## src/hw/rtl/cfel_pkg.sv

```systemverilog
// ----------------------------------------------------------------------------
// cfel_pkg: shared types and constants for the free extent list
// Sizes of the extent table and of addresses and lengths, the table entry
// type, result status codes and the sequencer states.
// ----------------------------------------------------------------------------
package cfel_pkg;

  localparam int HOLE_SLOTS  = 16;
  localparam int ALIGN_BYTES = 16;   // power of two
  localparam int ADDR_BITS   = 48;
  localparam int LEN_BITS    = 40;

  localparam int IDX_W = (HOLE_SLOTS > 1) ? $clog2(HOLE_SLOTS) : 1;
  localparam int CNT_W = $clog2(HOLE_SLOTS + 1);
  localparam int AW1   = ADDR_BITS + 1;
  localparam int AW2   = ADDR_BITS + 2;
  localparam int LW1   = LEN_BITS + 1;
  localparam int LW2   = LEN_BITS + 2;

  localparam logic [ADDR_BITS-1:0] ALIGN_MASK = ADDR_BITS'(ALIGN_BYTES - 1);

  localparam logic REQ_TAKE    = 1'b0;
  localparam logic REQ_RELEASE = 1'b1;

  typedef struct packed {
    logic [ADDR_BITS-1:0] start;
    logic [LEN_BITS-1:0]  len;
  } entry_t;

  typedef enum logic [1:0] {
    ST_OK         = 2'd0,
    ST_NO_SPACE   = 2'd1,
    ST_FRAGMENTED = 2'd2,
    ST_OVERLAP    = 2'd3
  } status_t;

  typedef enum logic [3:0] {
    S_IDLE,
    S_PREP,
    S_RSCAN,
    S_RDEC1,
    S_RDEC2,
    S_TA,
    S_TB,
    S_TACT,
    S_CLOSE,
    S_OPEN,
    S_INS,
    S_FINISH
  } state_t;

endpackage

```

## src/hw/rtl/cfel_ifs.sv

```systemverilog
// ----------------------------------------------------------------------------
// cfel request / response channels
// Valid/ready channels carrying one request or one result transaction.
// ----------------------------------------------------------------------------
interface cfel_req_if import cfel_pkg::*; ();
  logic                 valid;
  logic                 ready;
  logic                 req_type;
  logic [ADDR_BITS-1:0] range_start;
  logic [LEN_BITS-1:0]  byte_count;

  modport source (output valid, req_type, range_start, byte_count, input ready);
  modport sink   (input valid, req_type, range_start, byte_count, output ready);
endinterface

interface cfel_rsp_if import cfel_pkg::*; ();
  logic                 valid;
  logic                 ready;
  logic [1:0]           status;
  logic [ADDR_BITS-1:0] grant_address;
  logic [CNT_W-1:0]     holes_in_use;

  modport source (output valid, status, grant_address, holes_in_use, input ready);
  modport sink   (input valid, status, grant_address, holes_in_use, output ready);
endinterface

```

## src/hw/rtl/coalescing_free_extent_list.sv

```systemverilog
// ----------------------------------------------------------------------------
// coalescing_free_extent_list: address-ordered free extent table
// First-fit allocator over up to HOLE_SLOTS free extents with merging on
// release and head/tail split on take, run by a small sequencer.
// ----------------------------------------------------------------------------
// Usage:
//   req  - one transaction per request: req_type (0 take, 1 release),
//          range_start (release only) and byte_count.
//   rsp  - exactly one transaction per request: status, grant_address
//          (aligned start on a good take, else zero) and holes_in_use.
// Extents live in a small entry memory (one write, one registered read port).
// The sequencer walks it one entry at a time and also uses it to shift
// entries when a slot is opened or closed.
// Steps per request:
//   release : scan one entry per cycle, then decide (S_RDEC1, S_RDEC2) and shift
//   take    : align (S_TA) and fit check (S_TB) per entry, then split and shift
// req.ready is high only while the sequencer is idle; one request is in
// flight at a time. The result sits in an output register, so a new request
// may be taken while rsp stalls; the following result then waits for it.
// Reset empties the table (count to zero) and drops any pending result.
// ----------------------------------------------------------------------------
module coalescing_free_extent_list import cfel_pkg::*; (
  input logic        clk,
  input logic        rst,
  cfel_req_if.sink   req,
  cfel_rsp_if.source rsp
);

  // extent memory
  entry_t mem [HOLE_SLOTS];
  entry_t rd_data;
  logic [CNT_W-1:0] rd_ptr;
  logic             mem_we;
  logic [CNT_W-1:0] mem_wa;
  entry_t           mem_wd;

  // control registers
  state_t state, state_next;
  logic [CNT_W-1:0] cnt, cnt_next;
  logic out_valid, out_valid_next;

  // working registers
  logic [CNT_W-1:0] idx, idx_next;       // scan position / insertion point
  logic [CNT_W-1:0] sh, sh_next;         // shift cursor
  logic [CNT_W-1:0] lim, lim_next;       // shift end (old count)
  logic [CNT_W-1:0] ins_at, ins_at_next;
  entry_t           ins, ins_next;
  logic             kind, kind_next;
  logic [ADDR_BITS-1:0] s_reg, s_next;
  logic [LEN_BITS-1:0]  len_reg, len_next;
  logic [AW1-1:0]   e_reg, e_next;       // release end, one bit of headroom
  entry_t           prev, prev_next;     // entry before the insertion point
  logic [AW1-1:0]   prev_end, prev_end_next;
  entry_t           cur, cur_next;       // entry at the insertion / fit point
  logic [LW1-1:0]   sum_b, sum_b_next;
  logic [LW1-1:0]   sum_a, sum_a_next;
  logic             jb, jb_next;
  logic             ja, ja_next;
  logic [AW1-1:0]   astart, astart_next;
  logic [AW1-1:0]   hend, hend_next;
  logic [AW1-1:0]   aend, aend_next;
  logic [LEN_BITS-1:0] pad, pad_next;
  status_t          res_status, res_status_next;
  logic [ADDR_BITS-1:0] res_grant, res_grant_next;
  status_t          out_status, out_status_next;
  logic [ADDR_BITS-1:0] out_grant, out_grant_next;
  logic [CNT_W-1:0] out_holes, out_holes_next;

  // combinational terms
  logic [AW1-1:0]       hend_c;
  logic [ADDR_BITS-1:0] pad_c;
  logic [AW2-1:0]       aend_c;
  logic [LW2-1:0]       sum_ab_c;
  logic                 ja_eff;
  logic                 head;
  logic                 tail_nz;
  logic [LEN_BITS-1:0]  tail_c;
  logic                 fit;

  assign req.ready         = (state == S_IDLE);
  assign rsp.valid         = out_valid;
  assign rsp.status        = out_status;
  assign rsp.grant_address = out_grant;
  assign rsp.holes_in_use  = out_holes;

  always_ff @(posedge clk) begin
    if (mem_we) begin
      mem[mem_wa[IDX_W-1:0]] <= mem_wd;
    end
    rd_data <= mem[rd_ptr[IDX_W-1:0]];
  end

  always_comb begin
    state_next      = state;
    cnt_next        = cnt;
    out_valid_next  = out_valid;
    idx_next        = idx;
    sh_next         = sh;
    lim_next        = lim;
    ins_at_next     = ins_at;
    ins_next        = ins;
    kind_next       = kind;
    s_next          = s_reg;
    len_next        = len_reg;
    e_next          = e_reg;
    prev_next       = prev;
    prev_end_next   = prev_end;
    cur_next        = cur;
    sum_b_next      = sum_b;
    sum_a_next      = sum_a;
    jb_next         = jb;
    ja_next         = ja;
    astart_next     = astart;
    hend_next       = hend;
    aend_next       = aend;
    pad_next        = pad;
    res_status_next = res_status;
    res_grant_next  = res_grant;
    out_status_next = out_status;
    out_grant_next  = out_grant;
    out_holes_next  = out_holes;
    mem_we          = 1'b0;
    mem_wa          = idx;
    mem_wd          = rd_data;
    rd_ptr          = idx;

    hend_c   = AW1'(rd_data.start) + AW1'(rd_data.len);
    pad_c    = (~rd_data.start + ADDR_BITS'(1)) & ALIGN_MASK;
    aend_c   = AW2'(astart) + AW2'(len_reg);
    fit      = !astart[ADDR_BITS] && (aend_c <= AW2'(hend));
    sum_ab_c = LW2'(sum_b) + LW2'(cur.len);
    ja_eff   = ja && !(jb && (sum_ab_c[LW2-1:LEN_BITS] != 2'b00));
    head     = (pad != '0);
    tail_nz  = (hend != aend);
    tail_c   = LEN_BITS'(hend - aend);

    if (out_valid && rsp.ready) begin
      out_valid_next = 1'b0;
    end

    case (state)
      S_IDLE: begin
        if (req.valid) begin
          kind_next      = req.req_type;
          s_next         = req.range_start;
          len_next       = req.byte_count;
          e_next         = AW1'(req.range_start) + AW1'(req.byte_count);
          res_grant_next = '0;
          state_next     = S_PREP;
        end
      end

      S_PREP: begin
        idx_next = '0;
        rd_ptr   = '0;
        if (kind == REQ_RELEASE) begin
          if (len_reg == '0) begin
            res_status_next = ST_OK;
            state_next      = S_FINISH;
          end else if (e_reg[ADDR_BITS]) begin
            res_status_next = ST_OVERLAP;       // runs past the address space
            state_next      = S_FINISH;
          end else if (cnt == '0) begin
            state_next = S_RDEC1;
          end else begin
            state_next = S_RSCAN;
          end
        end else begin
          if (len_reg == '0 || cnt == '0) begin
            res_status_next = ST_NO_SPACE;
            state_next      = S_FINISH;
          end else begin
            state_next = S_TA;
          end
        end
      end

      // release: one entry per cycle, next read issued ahead
      S_RSCAN: begin
        rd_ptr = idx + 1'b1;
        if (AW1'(s_reg) < hend_c && AW1'(rd_data.start) < e_reg) begin
          res_status_next = ST_OVERLAP;
          state_next      = S_FINISH;
        end else if (AW1'(rd_data.start) >= e_reg) begin
          cur_next   = rd_data;
          state_next = S_RDEC1;
        end else begin
          prev_next     = rd_data;
          prev_end_next = hend_c;
          idx_next      = idx + 1'b1;
          if (idx + 1'b1 == cnt) begin
            state_next = S_RDEC1;
          end
        end
      end

      S_RDEC1: begin
        sum_b_next = LW1'(prev.len) + LW1'(len_reg);
        sum_a_next = LW1'(cur.len) + LW1'(len_reg);
        jb_next    = (idx != '0) && (prev_end == AW1'(s_reg)) && !sum_b_next[LEN_BITS];
        ja_next    = (idx < cnt) && (AW1'(cur.start) == e_reg) && !sum_a_next[LEN_BITS];
        state_next = S_RDEC2;
      end

      S_RDEC2: begin
        res_status_next = ST_OK;
        state_next      = S_FINISH;
        if (jb && ja_eff) begin
          mem_we   = 1'b1;
          mem_wa   = idx - 1'b1;
          mem_wd   = '{start: prev.start, len: sum_ab_c[LEN_BITS-1:0]};
          cnt_next = cnt - 1'b1;
          if (idx + 1'b1 < cnt) begin
            sh_next    = idx + 1'b1;
            lim_next   = cnt;
            rd_ptr     = idx + 1'b1;
            state_next = S_CLOSE;
          end
        end else if (jb) begin
          mem_we = 1'b1;
          mem_wa = idx - 1'b1;
          mem_wd = '{start: prev.start, len: sum_b[LEN_BITS-1:0]};
        end else if (ja_eff) begin
          mem_we = 1'b1;
          mem_wa = idx;
          mem_wd = '{start: s_reg, len: sum_a[LEN_BITS-1:0]};
        end else if (cnt == CNT_W'(HOLE_SLOTS)) begin
          res_status_next = ST_FRAGMENTED;
        end else begin
          ins_at_next = idx;
          ins_next    = '{start: s_reg, len: len_reg};
          cnt_next    = cnt + 1'b1;
          if (cnt > idx) begin
            sh_next    = cnt;
            rd_ptr     = cnt - 1'b1;
            state_next = S_OPEN;
          end else begin
            state_next = S_INS;
          end
        end
      end

      // take: align the start of the entry
      S_TA: begin
        cur_next    = rd_data;
        pad_next    = LEN_BITS'(pad_c);
        astart_next = AW1'(rd_data.start) + AW1'(pad_c);
        hend_next   = hend_c;
        state_next  = S_TB;
      end

      // take: fit check, next read issued ahead
      S_TB: begin
        rd_ptr = idx + 1'b1;
        if (fit) begin
          aend_next  = AW1'(aend_c);
          state_next = S_TACT;
        end else if (idx + 1'b1 == cnt) begin
          res_status_next = ST_NO_SPACE;
          state_next      = S_FINISH;
        end else begin
          idx_next   = idx + 1'b1;
          state_next = S_TA;
        end
      end

      S_TACT: begin
        state_next = S_FINISH;
        if (head && tail_nz && cnt == CNT_W'(HOLE_SLOTS)) begin
          res_status_next = ST_FRAGMENTED;
        end else begin
          res_status_next = ST_OK;
          res_grant_next  = astart[ADDR_BITS-1:0];
          if (!head && !tail_nz) begin
            cnt_next = cnt - 1'b1;
            if (idx + 1'b1 < cnt) begin
              sh_next    = idx + 1'b1;
              lim_next   = cnt;
              rd_ptr     = idx + 1'b1;
              state_next = S_CLOSE;
            end
          end else if (!head) begin
            mem_we = 1'b1;
            mem_wa = idx;
            mem_wd = '{start: aend[ADDR_BITS-1:0], len: tail_c};
          end else begin
            mem_we = 1'b1;
            mem_wa = idx;
            mem_wd = '{start: cur.start, len: pad};
            if (tail_nz) begin
              ins_at_next = idx + 1'b1;
              ins_next    = '{start: aend[ADDR_BITS-1:0], len: tail_c};
              cnt_next    = cnt + 1'b1;
              if (cnt > idx + 1'b1) begin
                sh_next    = cnt;
                rd_ptr     = cnt - 1'b1;
                state_next = S_OPEN;
              end else begin
                state_next = S_INS;
              end
            end
          end
        end
      end

      // move entries down one slot: mem[sh-1] <= mem[sh]
      S_CLOSE: begin
        mem_we = 1'b1;
        mem_wa = sh - 1'b1;
        mem_wd = rd_data;
        rd_ptr = sh + 1'b1;
        if (sh + 1'b1 == lim) begin
          state_next = S_FINISH;
        end else begin
          sh_next = sh + 1'b1;
        end
      end

      // move entries up one slot: mem[sh] <= mem[sh-1]
      S_OPEN: begin
        mem_we = 1'b1;
        mem_wa = sh;
        mem_wd = rd_data;
        rd_ptr = sh - 2'd2;
        if (sh - 1'b1 == ins_at) begin
          state_next = S_INS;
        end else begin
          sh_next = sh - 1'b1;
        end
      end

      S_INS: begin
        mem_we     = 1'b1;
        mem_wa     = ins_at;
        mem_wd     = ins;
        state_next = S_FINISH;
      end

      S_FINISH: begin
        if (!out_valid || rsp.ready) begin
          out_valid_next  = 1'b1;
          out_status_next = res_status;
          out_grant_next  = res_grant;
          out_holes_next  = cnt;
          state_next      = S_IDLE;
        end
      end

      default: begin
        state_next = S_IDLE;
      end
    endcase
  end

  always_ff @(posedge clk) begin
    if (rst) begin
      state     <= S_IDLE;
      cnt       <= '0;
      out_valid <= 1'b0;
    end else begin
      state     <= state_next;
      cnt       <= cnt_next;
      out_valid <= out_valid_next;
    end
  end

  always_ff @(posedge clk) begin
    idx        <= idx_next;
    sh         <= sh_next;
    lim        <= lim_next;
    ins_at     <= ins_at_next;
    ins        <= ins_next;
    kind       <= kind_next;
    s_reg      <= s_next;
    len_reg    <= len_next;
    e_reg      <= e_next;
    prev       <= prev_next;
    prev_end   <= prev_end_next;
    cur        <= cur_next;
    sum_b      <= sum_b_next;
    sum_a      <= sum_a_next;
    jb         <= jb_next;
    ja         <= ja_next;
    astart     <= astart_next;
    hend       <= hend_next;
    aend       <= aend_next;
    pad        <= pad_next;
    res_status <= res_status_next;
    res_grant  <= res_grant_next;
    out_status <= out_status_next;
    out_grant  <= out_grant_next;
    out_holes  <= out_holes_next;
  end

  // table never holds more extents than it has slots
  a_cnt_bound: assert property (@(posedge clk) disable iff (rst)
    cnt <= CNT_W'(HOLE_SLOTS))
    else $error("extent count above table size");

  // opening a slot never shifts below the insertion point
  a_open_cursor: assert property (@(posedge clk) disable iff (rst)
    state == S_OPEN |-> sh > ins_at)
    else $error("open-slot cursor passed insertion point");

  // a loaded result reports the table size after the request
  a_holes_match: assert property (@(posedge clk) disable iff (rst)
    (state == S_FINISH && (!out_valid || rsp.ready)) |=>
      (rsp.valid && rsp.holes_in_use == cnt))
    else $error("holes_in_use does not match table count");

  // only a good take carries a nonzero grant
  a_grant_zero: assert property (@(posedge clk) disable iff (rst)
    (rsp.valid && rsp.status != ST_OK) |-> rsp.grant_address == '0)
    else $error("grant on refused request");

endmodule

```

## src/flat_wrapper.sv

```systemverilog
// flat-port wrapper written by rule: the top's interface ports become plain ports
module coalescing_free_extent_list_flat import cfel_pkg::*;
  (clk, rst, req_valid, req_req_type, req_range_start, req_byte_count, req_ready, rsp_valid, rsp_status, rsp_grant_address, rsp_holes_in_use, rsp_ready);
  cfel_req_if req_i ();
  cfel_rsp_if rsp_i ();
  input logic clk;
  input logic rst;
  input wire logic [$bits(req_i.valid)-1:0] req_valid;
  input wire logic [$bits(req_i.req_type)-1:0] req_req_type;
  input wire logic [$bits(req_i.range_start)-1:0] req_range_start;
  input wire logic [$bits(req_i.byte_count)-1:0] req_byte_count;
  output wire logic [$bits(req_i.ready)-1:0] req_ready;
  output wire logic [$bits(rsp_i.valid)-1:0] rsp_valid;
  output wire logic [$bits(rsp_i.status)-1:0] rsp_status;
  output wire logic [$bits(rsp_i.grant_address)-1:0] rsp_grant_address;
  output wire logic [$bits(rsp_i.holes_in_use)-1:0] rsp_holes_in_use;
  input wire logic [$bits(rsp_i.ready)-1:0] rsp_ready;
  assign req_i.valid = req_valid;
  assign req_i.req_type = req_req_type;
  assign req_i.range_start = req_range_start;
  assign req_i.byte_count = req_byte_count;
  assign req_ready = req_i.ready;
  assign rsp_valid = rsp_i.valid;
  assign rsp_status = rsp_i.status;
  assign rsp_grant_address = rsp_i.grant_address;
  assign rsp_holes_in_use = rsp_i.holes_in_use;
  assign rsp_i.ready = rsp_ready;
  coalescing_free_extent_list u_core (.clk(clk), .rst(rst), .req(req_i), .rsp(rsp_i));
endmodule
```

## config.mk

```make
export PLATFORM = sky130hd
export DESIGN_NAME = coalescing_free_extent_list_flat
export DESIGN_NICKNAME = d
export VERILOG_FILES = /design/src/hw/rtl/cfel_pkg.sv /design/src/hw/rtl/cfel_ifs.sv /design/src/hw/rtl/coalescing_free_extent_list.sv /design/src/flat_wrapper.sv
export SDC_FILE = /design/constraint.sdc
export NUM_CORES = 2
export LEC_CHECK = 0
export ABC_AREA = 0
export BUFFER_PORTS_ARGS = -buffer_cell sky130_fd_sc_hd__buf_2
export CAP_MARGIN = 20
export CORE_MARGIN = 2
export CORE_UTILIZATION = 40
export CTS_BUF_LIST = sky130_fd_sc_hd__clkbuf_8
export DETAILED_ROUTE_END_ITERATION = 10
export PLACE_DENSITY_LB_ADDON = 0.1
export SLEW_MARGIN = 20
export SYNTH_ARGS = -nofsm -noshare
export SYNTH_HDL_FRONTEND = slang
export SYNTH_SLANG_ARGS = --single-unit
export TNS_END_PERCENT = 100
```

## constraint.sdc

```tcl
create_clock -name clk -period 12.19 [get_ports clk]
set_clock_uncertainty 0.05 [all_clocks]
set_input_delay 3.0475 -clock clk [delete_from_list [all_inputs] [get_ports clk]]
set_output_delay 3.0475 -clock clk [all_outputs]
set_load 0.03 [all_outputs]
```

==> results.sh <==
export IMPL_fin_setup_tns_ps=0
export IMPL_rsz0062_at_grt="false"
export IMPL_gp_congestion=0.994
export IMPL_cts_clk_slew_worst_paths_ps=60
export IMPL_min_delay_path_depth=0
export IMPL_synthesis_area_um2=108000
export IMPL_cts_resized=0
export IMPL_power_switching_mw=14.4
export IMPL_ir_worst_vdd_uv=506
export IMPL_fp_dieH_um=524
export IMPL_grt_antenna_before_repair=31
export IMPL_ys_seq_area_frac=0.633
export IMPL_p_clk_frac=0.199
export IMPL_design_die_area_um2=275000
export IMPL_cts_setup_buffers=0
export IMPL_first_global_vias=69535
export IMPL_fmax_mhz=119
export IMPL_ys_types=93
export IMPL_async_reset_ff_frac=0
export IMPL_nNetsFinal=9035
export IMPL_areaGrowthSynthToFinish_pct=12.6
export IMPL_grt_overflow=0
export IMPL_syn_instance_count=8066
export IMPL_yosysWarnings=0
export IMPL_endpoint_kind="flop"
export IMPL_drc=0
export IMPL_cp_max_fo=68
export IMPL_fin_area_um2=122000
export IMPL_drt_iter0_drc=7970
export IMPL_final_period_utilization=0.692
export IMPL_slew_viol_final=0
export IMPL_regMostFlops="u_core.mem"
export IMPL_placedCellCount=11639
export IMPL_grt_use_total=0.279
export IMPL_drive_gt1_frac=0.113
export IMPL_pwr_share_seq=0.355
export IMPL_die_w_um=524
export IMPL_cts_max_level=5
export IMPL_grt_first_pass_wirelength_um=541000
export IMPL_instances_no_fill=12391
export IMPL_p_int_mw=19.7
export IMPL_p_leak_nw=46.2
export IMPL_netSwitchingFraction=0.422
export IMPL_drt_first_pass_iters=6
export IMPL_arrival_ps=9060
export IMPL_status="completed"
export IMPL_clockBufferDepth=4
export IMPL_clockRootBuffer="clkbuf_8"
export IMPL_io_pins=150
export IMPL_yosys_top_cells_area="edfxtp_1 62%, mux2i_1 7.3%, ha_1 5.2%"
export IMPL_fin_crit_ps=8440
export IMPL_p_per_area_nw_per_um2=280
export IMPL_cts_tree="yes"
export IMPL_dpl_cell_area_um2=114000
export IMPL_worst_r2r_cell_count=25
export IMPL_coreArea_um2=268000
export IMPL_cts_hold_buf=0
export IMPL_cts_made_buffers=400
export IMPL_yosysMostFrequentCell="edfxtp_1"
export IMPL_numPortBuffers=148
export IMPL_vias_per_cell=5.85
export IMPL_grt_max_degree=117
export IMPL_hold_class="reg2reg"
export IMPL_largest_register_ffs=1408
export IMPL_synthFlopType="edfxtp_1"
export IMPL_relSlewSlack=0.219
export IMPL_finalSetupViolCount=0
export IMPL_dp_hpwl_um=266000
export IMPL_critPathKind="reg2reg"
export IMPL_synth_area_per_cell_um2=13.4
export IMPL_vias=72470
export IMPL_detail_route_antenna_nets=0
export IMPL_combPwrFrac=0.446
export IMPL_start_util=0.403
export IMPL_rows=190
export IMPL_maxCapViolCount=0
export IMPL_clk_insertion_delay_late_ps=1120
export IMPL_netlist_area_leader_share=0.615
export IMPL_numClockSinks=2313
export IMPL_required_ps=12810
export IMPL_synthTopCellsByCount="2,215 x edfxtp_1, 789 x mux2i_1, 487 x a21oi_1"
export IMPL_wl_per_cell_um=31.7
export IMPL_synth_edf_count=2215
export IMPL_netlist_top_cell_by_area="edfxtp_1"
export IMPL_power_mw=34.1
export IMPL_synth_seq_cells=2313
export IMPL_start_kind="flop"
export IMPL_drt_total_wl_um=392000
export IMPL_tightest_slew_ps=1160
export IMPL_syn_nets=8612
export IMPL_finalHoldViolCount=0
-- path summary, 6_finish.rpt --
check / startpoint / endpoint / slack, ps
max: u_core.rd_data[40] / u_core.cur[42] / 3750
min: u_core.res_grant[15] / u_core.rsp.grant_address[15] / 360
max reg2reg: u_core.rd_data[40] / u_core.cur[42] / 3750
min reg2reg: u_core.res_grant[15] / u_core.rsp.grant_address[15] / 360
-- kinds of logic (layout without fill, tap and decap cells) --
family | count (synthesis) | in the layout | share of synthesized area
AO/OA/AOI/OAI | 1898 | 1898 | 0.111
XOR/XNOR | 444 | 444 | 0.0360
adder cells (fa/ha/maj) | 453 | 453 | 0.0529
buffers and inverters | 630 | 1394 | 0.0245
flip-flops | 2313 | 2313 | 0.633
multiplexers | 796 | 796 | 0.0739
other | 1 | 10 | 0.0000347
AND/OR/NAND/NOR | 1531 | 1531 | 0.0688
-- worst max-delay path, cell delays in order (launching register included) --
cell,delay (ps)
dfxtp_1,530
ha_1,260
fa_1,220
a21o_1,130
a21oi_1,110
o21ai_0,240
nand2_1,140
a211oi_1,840
a31o_2,410
a32o_1,250
a21boi_0,190
o21bai_1,170
a21oi_1,90
xnor2_1,300
inv_1,90
ha_1,290
and3_1,160
nand3_1,150
nor3_1,480
nor3b_1,220
o21ai_0,110
a21oi_1,760
a21oi_1,210
nand2b_1,240
o22ai_4,720
buf_12,530
-- final cells by class --
| cell class | instances | area, um^2 |
|---|---|---|
| antenna | 9 | 22.5 |
| timing repair buffer | 348 | 2530 |
| inverter | 303 | 1140 |
| multi-input combinational | 5123 | 37600 |
| clock inverter | 300 | 1450 |
| clock buffer | 443 | 6100 |
| tap | 3552 | 4440 |
| sequential | 2313 | 68500 |
| fill | 24119 | 147000 |
-- routing by layer --
metal / track usage / share of wire / vias to the layer above
met2: 0.437 / 0.45 / 2845
met1: 0.390 / 0.44 / 37027
met3: 0.0388 / 0.065 / 594
met4: 0.119 / 0.046 / 8
met5: 0 / 0.00016 / -
li1: - / - / 31996
-- through the flow --
stage | hold slack [ps] | util | setup WS, ps
CTS | 365 | 0.453 | 3780
global route | 371 | 0.454 | 3370
floorplan | 350 | - | 2760
detailed placement | 355 | 0.425 | 3820
global placement | 351 | 0.425 | 3910
finish | 363 | 0.454 | 3750
-- power groups by stage --
| stage | combinational (mW) | sequential (mW) | clock (mW) |
|---|---|---|---|
| floorplan | 9.35 | 11.9 | 0 |
| global placement | 14.9 | 12.2 | 0 |
| detailed placement | 15.0 | 12.2 | 0 |
| CTS | 15.1 | 12.1 | 6.93 |
| global route | 16.1 | 12.1 | 7.25 |
| finish | 15.2 | 12.1 | 6.77 |
-- cells in the final DEF, fill, tap and decap left out, types with 174 or more instances in the layout --
master and n:
inv_1 456, a21oi_1 464, a21o_1 188, nand2_1 442, o22ai_1 367, buf_4 177
mux2i_1 789, edfxtp_1 2215, xnor2_1 270, clkbuf_8 443, xor2_1 174, o21ai_0 368
nor2_1 401, ha_1 446
Note: power is estimated with default switching activity, not from simulation.
